**src/rtl/wqc_pkg.sv**
```systemverilog
`timescale 1ns / 1ps

package wqc_pkg;

   localparam int KIND_W   = 3;
   localparam int KEY_W    = 32;
   localparam int POS_W    = 5;
   localparam int STATUS_W = 2;

   typedef enum logic [KIND_W-1:0] {
      KIND_ARRIVE   = 3'd0,
      KIND_WITHDRAW = 3'd1,
      KIND_SERVE    = 3'd2,
      KIND_LIST     = 3'd3,
      KIND_FLUSH    = 3'd4
   } kind_type;

   typedef enum logic [STATUS_W-1:0] {
      ST_OK        = 2'd0,
      ST_EMPTY     = 2'd1,
      ST_FULL      = 2'd2,
      ST_NOT_FOUND = 2'd3
   } status_type;

   typedef enum logic [2:0] {
      S_IDLE,
      S_EXEC,
      S_SEARCH,
      S_COMPACT,
      S_SERVE,
      S_LIST
   } state_type;

endpackage

```
**src/rtl/wqc_req_if.sv**
```systemverilog
`timescale 1ns / 1ps

interface wqc_req_if;
   import wqc_pkg::*;

   logic              valid;
   logic              ready;
   logic [KIND_W-1:0] kind;
   logic [KEY_W-1:0]  key;

   modport source (output valid, output kind, output key, input ready);
   modport sink (input valid, input kind, input key, output ready);
endinterface

```
**src/rtl/wqc_rsp_if.sv**
```systemverilog
`timescale 1ns / 1ps

interface wqc_rsp_if;
   import wqc_pkg::*;

   logic                valid;
   logic                ready;
   logic [KEY_W-1:0]    out_key;
   logic [POS_W-1:0]    position;
   logic [STATUS_W-1:0] status;
   logic                last;

   modport source (output valid, output out_key, output position, output status,
                   output last, input ready);
   modport sink (input valid, input out_key, input position, input status,
                 input last, output ready);
endinterface

```
**src/rtl/wqc_ram.sv**
```systemverilog
`timescale 1ns / 1ps

module wqc_ram #(
   parameter int WIDTH = 32,
   parameter int DEPTH = 16,
   localparam int AW = (DEPTH > 1) ? $clog2(DEPTH) : 1
) (
   input  logic             clock,
   input  logic             wr_en,
   input  logic [AW-1:0]    wr_addr,
   input  logic [WIDTH-1:0] wr_data,
   input  logic             rd_en,
   input  logic [AW-1:0]    rd_addr,
   output logic [WIDTH-1:0] rd_data
);

   logic [WIDTH-1:0] mem_ff [DEPTH];
   logic [WIDTH-1:0] rd_data_ff;

   always_ff @(posedge clock) begin
      if (wr_en) begin
         mem_ff[wr_addr] <= wr_data;
      end
      if (rd_en) begin
         rd_data_ff <= mem_ff[rd_addr];
      end
   end

   assign rd_data = rd_data_ff;

endmodule

```
**src/rtl/waiting_queue_with_cancel_top.sv**
```systemverilog
`timescale 1ns / 1ps

// Bounded FIFO waiting queue of keys with removal by key.
// The req channel carries one command transaction (kind, key); the rsp channel
// returns result transactions (out_key, position, status, last). Every command
// but an unused kind gives at least one result, and last marks its final one.
// Commands are taken one at a time: req ready is high only while the block is
// idle, but a finished result may still sit in the output register then.
// Entries live in a ring buffer held in one RAM with a registered read; every
// search, copy and listing step goes through its single read port.
// Arrive and flush load their result from the execute state; serve reads the
// head entry and loads it as the result. In withdraw the search reads one entry a cycle
// and the gap is closed by a read-one, write-one copy of the later entries.
// List reads the entries in turn and waits for each result to be loaded before the next read.
// When the receiver stalls, the output register holds its result and the
// block waits before loading the next one; nothing is dropped.
// Reset (synchronous) empties the queue; RAM contents are not cleared.
module waiting_queue_with_cancel_top #(
   parameter int DEPTH     = 16,
   parameter int KEY_WIDTH = 32
) (
   input logic       clock,
   input logic       reset,
   wqc_req_if.sink   req_if,
   wqc_rsp_if.source rsp_if
);
   import wqc_pkg::*;

   localparam int AW = (DEPTH > 1) ? $clog2(DEPTH) : 1;
   localparam int CW = $clog2(DEPTH + 1);
   localparam logic [AW-1:0] LAST_ADDR  = AW'(DEPTH - 1);
   localparam logic [CW-1:0] FULL_COUNT = CW'(DEPTH);

   function automatic logic [AW-1:0] ptr_inc(input logic [AW-1:0] p);
      return (p == LAST_ADDR) ? '0 : p + 1'b1;
   endfunction

   function automatic logic [AW-1:0] ptr_dec(input logic [AW-1:0] p);
      return (p == '0) ? LAST_ADDR : p - 1'b1;
   endfunction

   state_type             state_ff, state_in;
   logic [KIND_W-1:0]     kind_ff, kind_in;
   logic [KEY_WIDTH-1:0]  key_ff, key_in;
   logic [AW-1:0]         head_ff, head_in;
   logic [AW-1:0]         tail_ff, tail_in;
   logic [CW-1:0]         count_ff, count_in;
   logic [AW-1:0]         src_ptr_ff, src_ptr_in;
   logic [CW-1:0]         src_left_ff, src_left_in;
   logic [AW-1:0]         cap_ptr_ff, cap_ptr_in;
   logic                  rd_vld_ff;
   logic [CW-1:0]         pos_ff, pos_in;

   logic                  rsp_valid_ff;
   logic [KEY_W-1:0]      rsp_key_ff;
   logic [POS_W-1:0]      rsp_pos_ff;
   logic [STATUS_W-1:0]   rsp_status_ff;
   logic                  rsp_last_ff;

   logic                  req_accept;
   logic                  out_free;
   logic                  full;
   logic                  empty;
   logic                  drain_done;
   logic                  search_hit;
   logic                  issue;

   logic                  wr_en;
   logic [AW-1:0]         wr_addr;
   logic [KEY_WIDTH-1:0]  wr_data;
   logic [KEY_WIDTH-1:0]  rd_data;

   logic                  load;
   logic [KEY_W-1:0]      ld_key;
   logic [POS_W-1:0]      ld_pos;
   status_type            ld_status;
   logic                  ld_last;

   logic [KEY_W+KEY_WIDTH-1:0] key_wide;
   logic [KEY_W+KEY_WIDTH-1:0] rd_wide;
   logic [CW+POS_W-1:0]        pos_wide;

   assign req_accept = req_if.valid && req_if.ready;
   assign out_free   = !rsp_valid_ff || rsp_if.ready;
   assign full       = (count_ff == FULL_COUNT);
   assign empty      = (count_ff == '0);
   assign drain_done = (src_left_ff == '0) && !rd_vld_ff;
   assign search_hit = rd_vld_ff && (rd_data == key_ff);

   assign key_wide = (KEY_W + KEY_WIDTH)'(req_if.key);
   assign rd_wide  = (KEY_W + KEY_WIDTH)'(rd_data);
   assign pos_wide = (CW + POS_W)'(pos_ff) + (CW + POS_W)'(1);

   wqc_ram #(
      .WIDTH (KEY_WIDTH),
      .DEPTH (DEPTH)
   ) u_ram (
      .clock   (clock),
      .wr_en   (wr_en),
      .wr_addr (wr_addr),
      .wr_data (wr_data),
      .rd_en   (issue),
      .rd_addr (src_ptr_ff),
      .rd_data (rd_data)
   );

   // Search and copy read one entry a cycle; serve and list only read when the
   // output register will be free to take the data in the cycle after the read.
   always_comb begin
      unique case (state_ff)
         S_SEARCH, S_COMPACT: issue = (src_left_ff != '0);
         S_SERVE, S_LIST:     issue = (src_left_ff != '0) && !rd_vld_ff && out_free;
         default:             issue = 1'b0;
      endcase
   end

   always_comb begin
      state_in = state_ff;
      unique case (state_ff)
         S_IDLE: begin
            if (req_accept) state_in = S_EXEC;
         end
         S_EXEC: begin
            unique case (kind_ff)
               KIND_ARRIVE, KIND_FLUSH: begin
                  if (out_free) state_in = S_IDLE;
               end
               KIND_WITHDRAW: state_in = S_SEARCH;
               KIND_SERVE: begin
                  if (!empty) state_in = S_SERVE;
                  else if (out_free) state_in = S_IDLE;
               end
               KIND_LIST: begin
                  if (!empty) state_in = S_LIST;
                  else if (out_free) state_in = S_IDLE;
               end
               default: state_in = S_IDLE;
            endcase
         end
         S_SEARCH: begin
            if (search_hit) state_in = S_COMPACT;
            else if (drain_done && out_free) state_in = S_IDLE;
         end
         S_COMPACT: begin
            if (drain_done && out_free) state_in = S_IDLE;
         end
         S_SERVE: begin
            if (rd_vld_ff) state_in = S_IDLE;
         end
         S_LIST: begin
            if (rd_vld_ff && (src_left_ff == '0)) state_in = S_IDLE;
         end
         default: state_in = S_IDLE;
      endcase
   end

   always_comb begin
      kind_in     = kind_ff;
      key_in      = key_ff;
      head_in     = head_ff;
      tail_in     = tail_ff;
      count_in    = count_ff;
      src_ptr_in  = issue ? ptr_inc(src_ptr_ff) : src_ptr_ff;
      src_left_in = issue ? src_left_ff - 1'b1 : src_left_ff;
      cap_ptr_in  = cap_ptr_ff;
      pos_in      = pos_ff;
      wr_en       = 1'b0;
      wr_addr     = tail_ff;
      wr_data     = key_ff;
      load        = 1'b0;
      ld_key      = '0;
      ld_pos      = '0;
      ld_status   = ST_OK;
      ld_last     = 1'b1;

      unique case (state_ff)
         S_IDLE: begin
            if (req_accept) begin
               kind_in = req_if.kind;
               key_in  = key_wide[KEY_WIDTH-1:0];
            end
         end
         S_EXEC: begin
            unique case (kind_ff)
               KIND_ARRIVE: begin
                  if (out_free) begin
                     load = 1'b1;
                     if (full) begin
                        ld_status = ST_FULL;
                     end else begin
                        wr_en    = 1'b1;
                        tail_in  = ptr_inc(tail_ff);
                        count_in = count_ff + 1'b1;
                     end
                  end
               end
               KIND_WITHDRAW: begin
                  src_ptr_in  = head_ff;
                  src_left_in = count_ff;
               end
               KIND_SERVE: begin
                  if (!empty) begin
                     src_ptr_in  = head_ff;
                     src_left_in = CW'(1);
                  end else if (out_free) begin
                     load      = 1'b1;
                     ld_status = ST_EMPTY;
                  end
               end
               KIND_LIST: begin
                  if (!empty) begin
                     src_ptr_in  = head_ff;
                     src_left_in = count_ff;
                     pos_in      = '0;
                  end else if (out_free) begin
                     load      = 1'b1;
                     ld_status = ST_EMPTY;
                  end
               end
               KIND_FLUSH: begin
                  if (out_free) begin
                     load     = 1'b1;
                     head_in  = '0;
                     tail_in  = '0;
                     count_in = '0;
                  end
               end
               default: ;
            endcase
         end
         S_SEARCH: begin
            // On a hit, cap_ptr keeps the matching slot: it becomes the first
            // slot that the copy overwrites.
            if (!search_hit && issue) begin
               cap_ptr_in = src_ptr_ff;
            end
            if (!search_hit && drain_done && out_free) begin
               load      = 1'b1;
               ld_status = ST_NOT_FOUND;
            end
         end
         S_COMPACT: begin
            if (rd_vld_ff) begin
               wr_en      = 1'b1;
               wr_addr    = cap_ptr_ff;
               wr_data    = rd_data;
               cap_ptr_in = ptr_inc(cap_ptr_ff);
            end
            if (drain_done && out_free) begin
               load     = 1'b1;
               tail_in  = ptr_dec(tail_ff);
               count_in = count_ff - 1'b1;
            end
         end
         S_SERVE: begin
            if (rd_vld_ff) begin
               load     = 1'b1;
               ld_key   = rd_wide[KEY_W-1:0];
               head_in  = ptr_inc(head_ff);
               count_in = count_ff - 1'b1;
            end
         end
         S_LIST: begin
            if (rd_vld_ff) begin
               load    = 1'b1;
               ld_key  = rd_wide[KEY_W-1:0];
               ld_pos  = pos_wide[POS_W-1:0];
               ld_last = (src_left_ff == '0);
               pos_in  = pos_ff + 1'b1;
            end
         end
         default: ;
      endcase
   end

   always_ff @(posedge clock) begin
      if (reset) begin
         state_ff     <= S_IDLE;
         head_ff      <= '0;
         tail_ff      <= '0;
         count_ff     <= '0;
         src_left_ff  <= '0;
         rd_vld_ff    <= 1'b0;
         rsp_valid_ff <= 1'b0;
      end else begin
         state_ff     <= state_in;
         head_ff      <= head_in;
         tail_ff      <= tail_in;
         count_ff     <= count_in;
         src_left_ff  <= src_left_in;
         rd_vld_ff    <= issue;
         if (load) begin
            rsp_valid_ff <= 1'b1;
         end else if (rsp_if.ready) begin
            rsp_valid_ff <= 1'b0;
         end
      end
   end

   always_ff @(posedge clock) begin
      kind_ff    <= kind_in;
      key_ff     <= key_in;
      src_ptr_ff <= src_ptr_in;
      cap_ptr_ff <= cap_ptr_in;
      pos_ff     <= pos_in;
      if (load) begin
         rsp_key_ff    <= ld_key;
         rsp_pos_ff    <= ld_pos;
         rsp_status_ff <= ld_status;
         rsp_last_ff   <= ld_last;
      end
   end

   assign req_if.ready    = (state_ff == S_IDLE);
   assign rsp_if.valid    = rsp_valid_ff;
   assign rsp_if.out_key  = rsp_key_ff;
   assign rsp_if.position = rsp_pos_ff;
   assign rsp_if.status   = rsp_status_ff;
   assign rsp_if.last     = rsp_last_ff;

endmodule

```
**src/flat_wrapper.sv**
```systemverilog
// flat-port wrapper written by rule: the top's interface ports become plain ports
module waiting_queue_with_cancel_top_flat import wqc_pkg::*;
#(
   parameter int DEPTH     = 16,
   parameter int KEY_WIDTH = 32
)
  (clock, reset, req_if_valid, req_if_kind, req_if_key, req_if_ready, rsp_if_valid, rsp_if_out_key, rsp_if_position, rsp_if_status, rsp_if_last, rsp_if_ready);
  wqc_req_if req_if_i ();
  wqc_rsp_if rsp_if_i ();
  input logic clock;
  input logic reset;
  input wire logic [$bits(req_if_i.valid)-1:0] req_if_valid;
  input wire logic [$bits(req_if_i.kind)-1:0] req_if_kind;
  input wire logic [$bits(req_if_i.key)-1:0] req_if_key;
  output wire logic [$bits(req_if_i.ready)-1:0] req_if_ready;
  output wire logic [$bits(rsp_if_i.valid)-1:0] rsp_if_valid;
  output wire logic [$bits(rsp_if_i.out_key)-1:0] rsp_if_out_key;
  output wire logic [$bits(rsp_if_i.position)-1:0] rsp_if_position;
  output wire logic [$bits(rsp_if_i.status)-1:0] rsp_if_status;
  output wire logic [$bits(rsp_if_i.last)-1:0] rsp_if_last;
  input wire logic [$bits(rsp_if_i.ready)-1:0] rsp_if_ready;
  assign req_if_i.valid = req_if_valid;
  assign req_if_i.kind = req_if_kind;
  assign req_if_i.key = req_if_key;
  assign req_if_ready = req_if_i.ready;
  assign rsp_if_valid = rsp_if_i.valid;
  assign rsp_if_out_key = rsp_if_i.out_key;
  assign rsp_if_position = rsp_if_i.position;
  assign rsp_if_status = rsp_if_i.status;
  assign rsp_if_last = rsp_if_i.last;
  assign rsp_if_i.ready = rsp_if_ready;
  waiting_queue_with_cancel_top #(.DEPTH(DEPTH), .KEY_WIDTH(KEY_WIDTH)) u_core (.clock(clock), .reset(reset), .req_if(req_if_i), .rsp_if(rsp_if_i));
endmodule
```
**config.mk**
```make
export PLATFORM = sky130hd
export DESIGN_NAME = waiting_queue_with_cancel_top_flat
export DESIGN_NICKNAME = d
export VERILOG_FILES = /design/src/rtl/wqc_pkg.sv /design/src/rtl/wqc_req_if.sv /design/src/rtl/wqc_rsp_if.sv /design/src/rtl/wqc_ram.sv /design/src/rtl/waiting_queue_with_cancel_top.sv /design/src/flat_wrapper.sv
export SDC_FILE = /design/constraint.sdc
export NUM_CORES = 1
export LEC_CHECK = 0
export BUFFER_PORTS_ARGS = -buffer_cell sky130_fd_sc_hd__buf_2
export CAP_MARGIN = 20
export CORE_UTILIZATION = 42
export DETAILED_ROUTE_END_ITERATION = 8
export GPL_TIMING_DRIVEN = 0
export SETUP_SLACK_MARGIN = 0.05
export SYNTH_ARGS = -nofsm -noshare
export SYNTH_HDL_FRONTEND = slang
export SYNTH_SLANG_ARGS = --single-unit
```
**constraint.sdc**
```tcl
create_clock -name clock -period 11.2 [get_ports clock]
set_input_delay 2.24 -clock clock [delete_from_list [all_inputs] [get_ports clock]]
set_output_delay 2.24 -clock clock [all_outputs]
set_load 0.1 [all_outputs]
```
# After elaboration in Yosys (flattened, before gate mapping)
# Memory sizes are Yosys's and may differ from the RTL's. A register that Yosys moved wholly into a read port is not among the register bits.
# Index checks and enable logic that the tools add are counted.
[word_totals]
ff_bits = 111
elab_cells = 170
output_inout_bits = 42
ramBits = 512
mem_count = 1
inputBits = 39
[classes]
mux = 74
add_sub_neg = 10
n_reduce_logical = 39
eq_ne = 30
[memory_table]
columns = ["name", "depth", "width", "rd", "rd_ports_with_merged_regs", "write_ports", "line", "source"]
rows = [
  ["u_core.u_ram.mem_ff", 16, 32, 1, 1, 1, "wqc_ram.sv:17", "logic [WIDTH-1:0] mem_ff [DEPTH];"],
]
[ops]
columns = ["op", "n"]
rows = [
  ["2-to-1 mux 4 bit", 18],
  ["2-to-1 mux 32 bit", 2],
  ["2-to-1 mux 5 bit", 12],
  ["one-hot mux 4 bit (2 select lines)", 5],
  ["equality test 32 bit", 1],
  ["one-hot mux 5 bit (3 select lines)", 2],
  ["2-to-1 mux 3 bit", 8],
  ["one-hot mux 5 bit (2 select lines)", 2],
  ["one-hot mux 3 bit (6 select lines)", 1],
  ["adder 4 x 1 -> 4 bit, second input constant", 4],
  ["equality test 4 bit, second input constant", 4],
  ["inequality test 2 x 1 -> 1 bit, second input constant", 8],
  ["adder 5 x 1 -> 5 bit, second input constant", 3],
  ["2-to-1 mux 1 bit", 13],
  ["equality test 3 x 2 -> 1 bit, second input constant", 4],
  ["one-hot mux 3 bit (4 select lines)", 1],
  ["logical AND 1 bit", 10],
  ["zero test 5 bit", 2],
  ["nonzero test 2 bit", 5],
  ["subtractor 5 x 1 -> 5 bit, second input constant", 2],
  ["equality test 3 bit, second input constant", 3],
  ["inequality test 3 x 2 -> 1 bit, second input constant", 3],
  ["2-to-1 mux 2 bit", 4],
  ["one-hot mux 2 bit (2 select lines)", 2],
  ["19 further kinds", 34],
]

# Depth between registers and ports, before layout
[depth]
depth_word = 8
mapped_depth = 9
ltp_nobuf = 8

# Modules after synthesis
# From an unflattened synthesis, not the netlist that was laid out.
[hier_totals]
cells_unflattened = 1342
hier_area_um2 = 25856.0
[modules_own_cells]
columns = ["mod", "area_per_inst_um2", "n_inst", "seq_area_each_um2", "cells_each"]
rows = [
  ["wqc_ram", 20174.3, 1, 16335.7, 838],
  ["waiting_queue_with_cancel_top", 5681.7, 1, 3062.9, 504],
]

# Worst setup path before layout
# Ideal clock, no wire load.
[synth_path]
path_kind = "in2reg"
from = "input rsp_if_ready"
to = "register u_core.rsp_last_ff, in the netlist u_core.rsp_if.last (enable)"
arrival_ns = 5.421
required_ns = 10.705
slack_ns = 5.284
path_buffers = 0
setup_ns = 0.495
path_stages = 3
cell_sequence = "nand2b_1 nand2_1 o21ai_0"
[synth_between]
elab_chain_cells = 5
elab_cells_between_ends = 9
cone_classes = "mux: 6; reduce/logical: 3"
[synth_lines]
columns = ["element", "line", "source"]
rows = [
  ["start, declared", "flat_wrapper.sv:21", "input wire logic [$bits(rsp_if_i.ready)-1:0] rsp_if_ready;"],
  ["logical OR 1 bit (*)", "waiting_queue_with_cancel_top.sv:84", "assign out_free = !rsp_valid_ff || rsp_if.ready;"],
  ["2-to-1 mux 1 bit", "-", ""],
  ["2-to-1 mux 1 bit", "waiting_queue_with_cancel_top.sv:202", "if (!empty) begin"],
  ["one-hot mux 1 bit (2 select lines)", "waiting_queue_with_cancel_top.sv:184", "unique case (kind_ff)"],
  ["one-hot mux 1 bit (4 select lines) (*)", "waiting_queue_with_cancel_top.sv:176", "unique case (state_ff)"],
  ["net u_core.load", "waiting_queue_with_cancel_top.sv:73", "logic load;"],
  ["end signal, assigned", "waiting_queue_with_cancel_top.sv:310", "rsp_last_ff <= ld_last;"],
  ["end, declared", "waiting_queue_with_cancel_top.sv:58", "logic rsp_last_ff;"],
]
# The timed path passes the listed nets; every way through them passes the cells marked *.
# A chain may end at the register's enable or synchronous reset.

# Worst setup path in the final report
[layout_path]
from = "register u_core.state_ff[0]"
to = "output req_if_ready"
[layout_between]
elab_chain_cells = 1
[layout_lines]
columns = ["element", "line", "source"]
rows = [
  ["start, declared", "waiting_queue_with_cancel_top.sv:42", "state_type state_ff, state_in;"],
  ["start signal, assigned", "waiting_queue_with_cancel_top.sv:286", "state_ff <= state_in;"],
  ["zero test 3 bit", "waiting_queue_with_cancel_top.sv:314", "assign req_if.ready = (state_ff == S_IDLE);"],
  ["end, declared", "flat_wrapper.sv:15", "output wire logic [$bits(req_if_i.ready)-1:0] req_if_ready;"],
]
# Every way passes these cells.

==> results.json <==
{
  "regToRegEndpoint": "u_core.u_ram.mem_ff[0][31]",
  "r2r_setup_slack_ns": 7.58,
  "slew_headroom_pct": 27.4,
  "post_cts_resized": 0,
  "drt_iter0_drc": 1443,
  "die_w_microns": 251,
  "root_buffer": "clkbuf_16",
  "hold_path_depth": 2,
  "wirelength_microns": 67800,
  "syn_to_final_growth_pct": 18.5,
  "cts_setup_buffers": 0,
  "cts_buffer_depth": 3,
  "power.total_mw": 6.60,
  "ys_types": 65,
  "synth_nets": 1396,
  "ant_nets": 0,
  "whs_endpoint": "u_core.src_left_ff[4]",
  "numCtsBuffers": 70,
  "nFillCells": 4831,
  "r2r-start": "u_core.state_ff[2]",
  "synth-edff-count": 628,
  "irDropWorstVdd_mv": 0.145,
  "hold_class": "flip-flop to flip-flop",
  "cp_max_fo": 10,
  "setup_violations": 0,
  "cp-end-kind": "output pin",
  "clk_latency_ns": 0.63,
  "cellPowerDensity_nw_per_um2": 214,
  "r2r_cells": 8,
  "syn_area_per_cell_sq_um": 19.3,
  "antenna_found_initial": 1,
  "nets": 1593,
  "initial_core_util_pct": 42.8,
  "core_area_sq_um": 60700,
  "final_util_pct": 50.7,
  "whs_ns": 0.464,
  "vias_per_cell": 5.86,
  "ys_seq_area_share_pct": 74.7,
  "die_h_microns": 251,
  "grt_pass1_vias": 13700,
  "async_flop_share_pct": 0,
  "track_usage_pct": 21.9,
  "arrival_ns": 2.17,
  "path_clk_slew_ns": 0.05,
  "fin_crit_ns": 4.41,
  "portBuffers": 79,
  "min_from": "u_core.src_left_ff[4]",
  "hpwl_microns": 44400,
  "min_period_over_period_pct": 39.4,
  "path_class": "flip-flop to output pin",
  "routabilityCongestion": 0.864,
  "drv_slew": 0,
  "ys_warn_count": 0,
  "first_pass_iters": 8,
  "worst_setup_path_start_kind": "flip-flop",
  "cts.sinks": 655,
  "hold_buffers": 0,
  "worst_clock_skew_ns": 0.0392,
  "rsz0062_at_grt": "no",
  "route.detailed.drc": 0,
  "setup_tns_ns": 0,
  "multiInputGateArea_sq_um": 6350,
  "synth-seq-cells": 655,
  "htree_num_levels": 3,
  "tightest_slew_ns": 1.08,
  "fin_cells": 2379,
  "grt_max_degree": 22,
  "floorplan.rows": 90,
  "ios": 81,
  "num_vias": 13900,
  "grt_pass1_wl_microns": 96900,
  "diodes": 0,
  "p_leak_nw": 10.0,
  "area.sequential_sq_um": 19400,
  "tritoncts": "done",
  "wl_per_cell_microns": 28.5,
  "status": "finished clean",
  "die-area_sq_um": 62900,
  "synth_area_sq_um": 26000,
  "drv_cap": 0,
  "syn_inst": 1343,
  "max_freq_mhz": 227,
  "synth_ff_type": "edfxtp_1",
  "gr-total-overflow": 0,
  "drive_above_1_share_pct": 26.9,
  "worstPathRequired_ns": 8.96,
  "hold_violations": 0,
  "post-place-cells": 2250
}
[cell families after synthesis]
group           Yosys count  synth area share, %
compound gates          101                 2.64
mux                     162                 13.9
xor+xnor                 33                 1.11
simple gates            288                 5.56
buf+inv                  90                 1.39
fa+ha+maj                14                0.674
flops                   655                 74.7
[area by class of cell]
cell class                 instances  share of cell area (%)
timing repair buffer             125                    4.32
clock inverter                    36                    1.46
inverter                          24                   0.297
multi-input combinational        598                    20.6
sequential                       655                    63.0
clock buffer                      93                    6.18
buffer                            66                   0.882
tap                              782                    3.18
[placed cells by master, fill, tap and decap left out, types with 11 or more instances in the layout]
cell,count
edfxtp_1,628
nor3_1,15
clkbuf_1,63
xnor2_1,31
clkbuf_16,73
nor2_4,16
and3_1,39
buf_2,92
inv_1,23
a31oi_1,11
mux4_2,160
nand3_1,13
a21oi_1,19
nand2_1,110
ha_1,14
nor2_1,33
buf_16,20
buf_1,11
dfxtp_1,27
o21ai_0,24
[worst max-delay path by stage]
stage	start	to	slack, ns	cells after the start
2_1_floorplan	rsp_if_ready	u_core.rsp_if.last	5.28	3
3_3_place_gp	rsp_if_ready	u_core.rsp_if.out_key[17]	1.90	4
3_5_place_dp	rsp_if_ready	u_core.u_ram.mem_ff[2][17]	6.21	7
4_1_cts	u_core.state_ff[0]	req_if_ready	6.82	3
5_1_grt	rsp_if_ready	u_core.u_ram.mem_ff[0][31]	6.65	7
6_report	u_core.state_ff[0]	req_if_ready	6.79	3
[flip-flops by register name, summed over array words and instances, names as in the netlist, 3 cells and up]
signal                  count
u_core.state_ff             3
u_core.rsp_if.position      5
u_core.tail_ff              4
u_core.kind_ff              3
u_core.u_ram.rd_data       32
u_core.count_ff             5
u_core.rsp_if.out_key      32
u_core.src_ptr_ff           4
u_core.src_left_ff          5
u_core.pos_ff               5
u_core.cap_ptr_ff           4
u_core.head_ff              4
u_core.key_ff              32
u_core.u_ram.mem_ff       512
[worst max-delay path, cell delays in order, from the launching register on]
cell and delay [ns]:
dfxtp_1 0.37, clkbuf_1 0.24, nor3_1 0.42, buf_2 0.51
[metrics by stage]
step                      instance area, sq um  setup WS (ns)
after global placement                   27400           1.90
after detailed placement                 28400           6.21
after CTS                                30800           6.82
final                                    30800           6.79
after floorplan                          26000           5.28
after global routing                     30800           6.65
[where the power goes]
group	internal (mW)	switching [mW]	total, mW
Clock	1.39	0.964	2.36
Sequential	2.77	0.0230	2.79
Combinational	0.693	0.753	1.45
Total	4.86	1.74	6.60
[cells in the mapped netlist, types with 4 or more instances]
| master | number | share of area [%] |
|---|---|---|
| nor2b_1 | 5 | 0.12 |
| nand4_1 | 10 | 0.24 |
| buf_2 | 10 | 0.19 |
| edfxtp_1 | 628 | 73 |
| nand2_1 | 110 | 1.6 |
| clkbuf_1 | 43 | 0.62 |
| nand3_1 | 13 | 0.25 |
| ha_1 | 14 | 0.67 |
| nand2b_1 | 7 | 0.17 |
| dfxtp_1 | 27 | 2.1 |
| a211oi_1 | 5 | 0.14 |
| and2_1 | 4 | 0.096 |
| nor3b_1 | 5 | 0.14 |
| nor2_1 | 49 | 0.71 |
| a31oi_1 | 11 | 0.26 |
| buf_1 | 11 | 0.16 |
| o21ai_0 | 25 | 0.48 |
| nor4_1 | 4 | 0.096 |
| nand4b_1 | 4 | 0.13 |
| and3_1 | 39 | 0.94 |
| inv_1 | 23 | 0.33 |
| or3_1 | 5 | 0.12 |
| mux4_2 | 160 | 14 |
| xnor2_1 | 31 | 1.0 |
| a21oi_1 | 19 | 0.37 |
| nor3_1 | 15 | 0.29 |
[metal layers]
layer	vias to the layer above	wire length [microns]	track usage [%]
met5	-	0	0
met4	0	1460	5.36
met3	112	5140	4.44
met2	649	31900	34.0
met1	7321	29300	31.7
li1	5859	-	-
No activity file was read; power rests on OpenSTA's default activity.
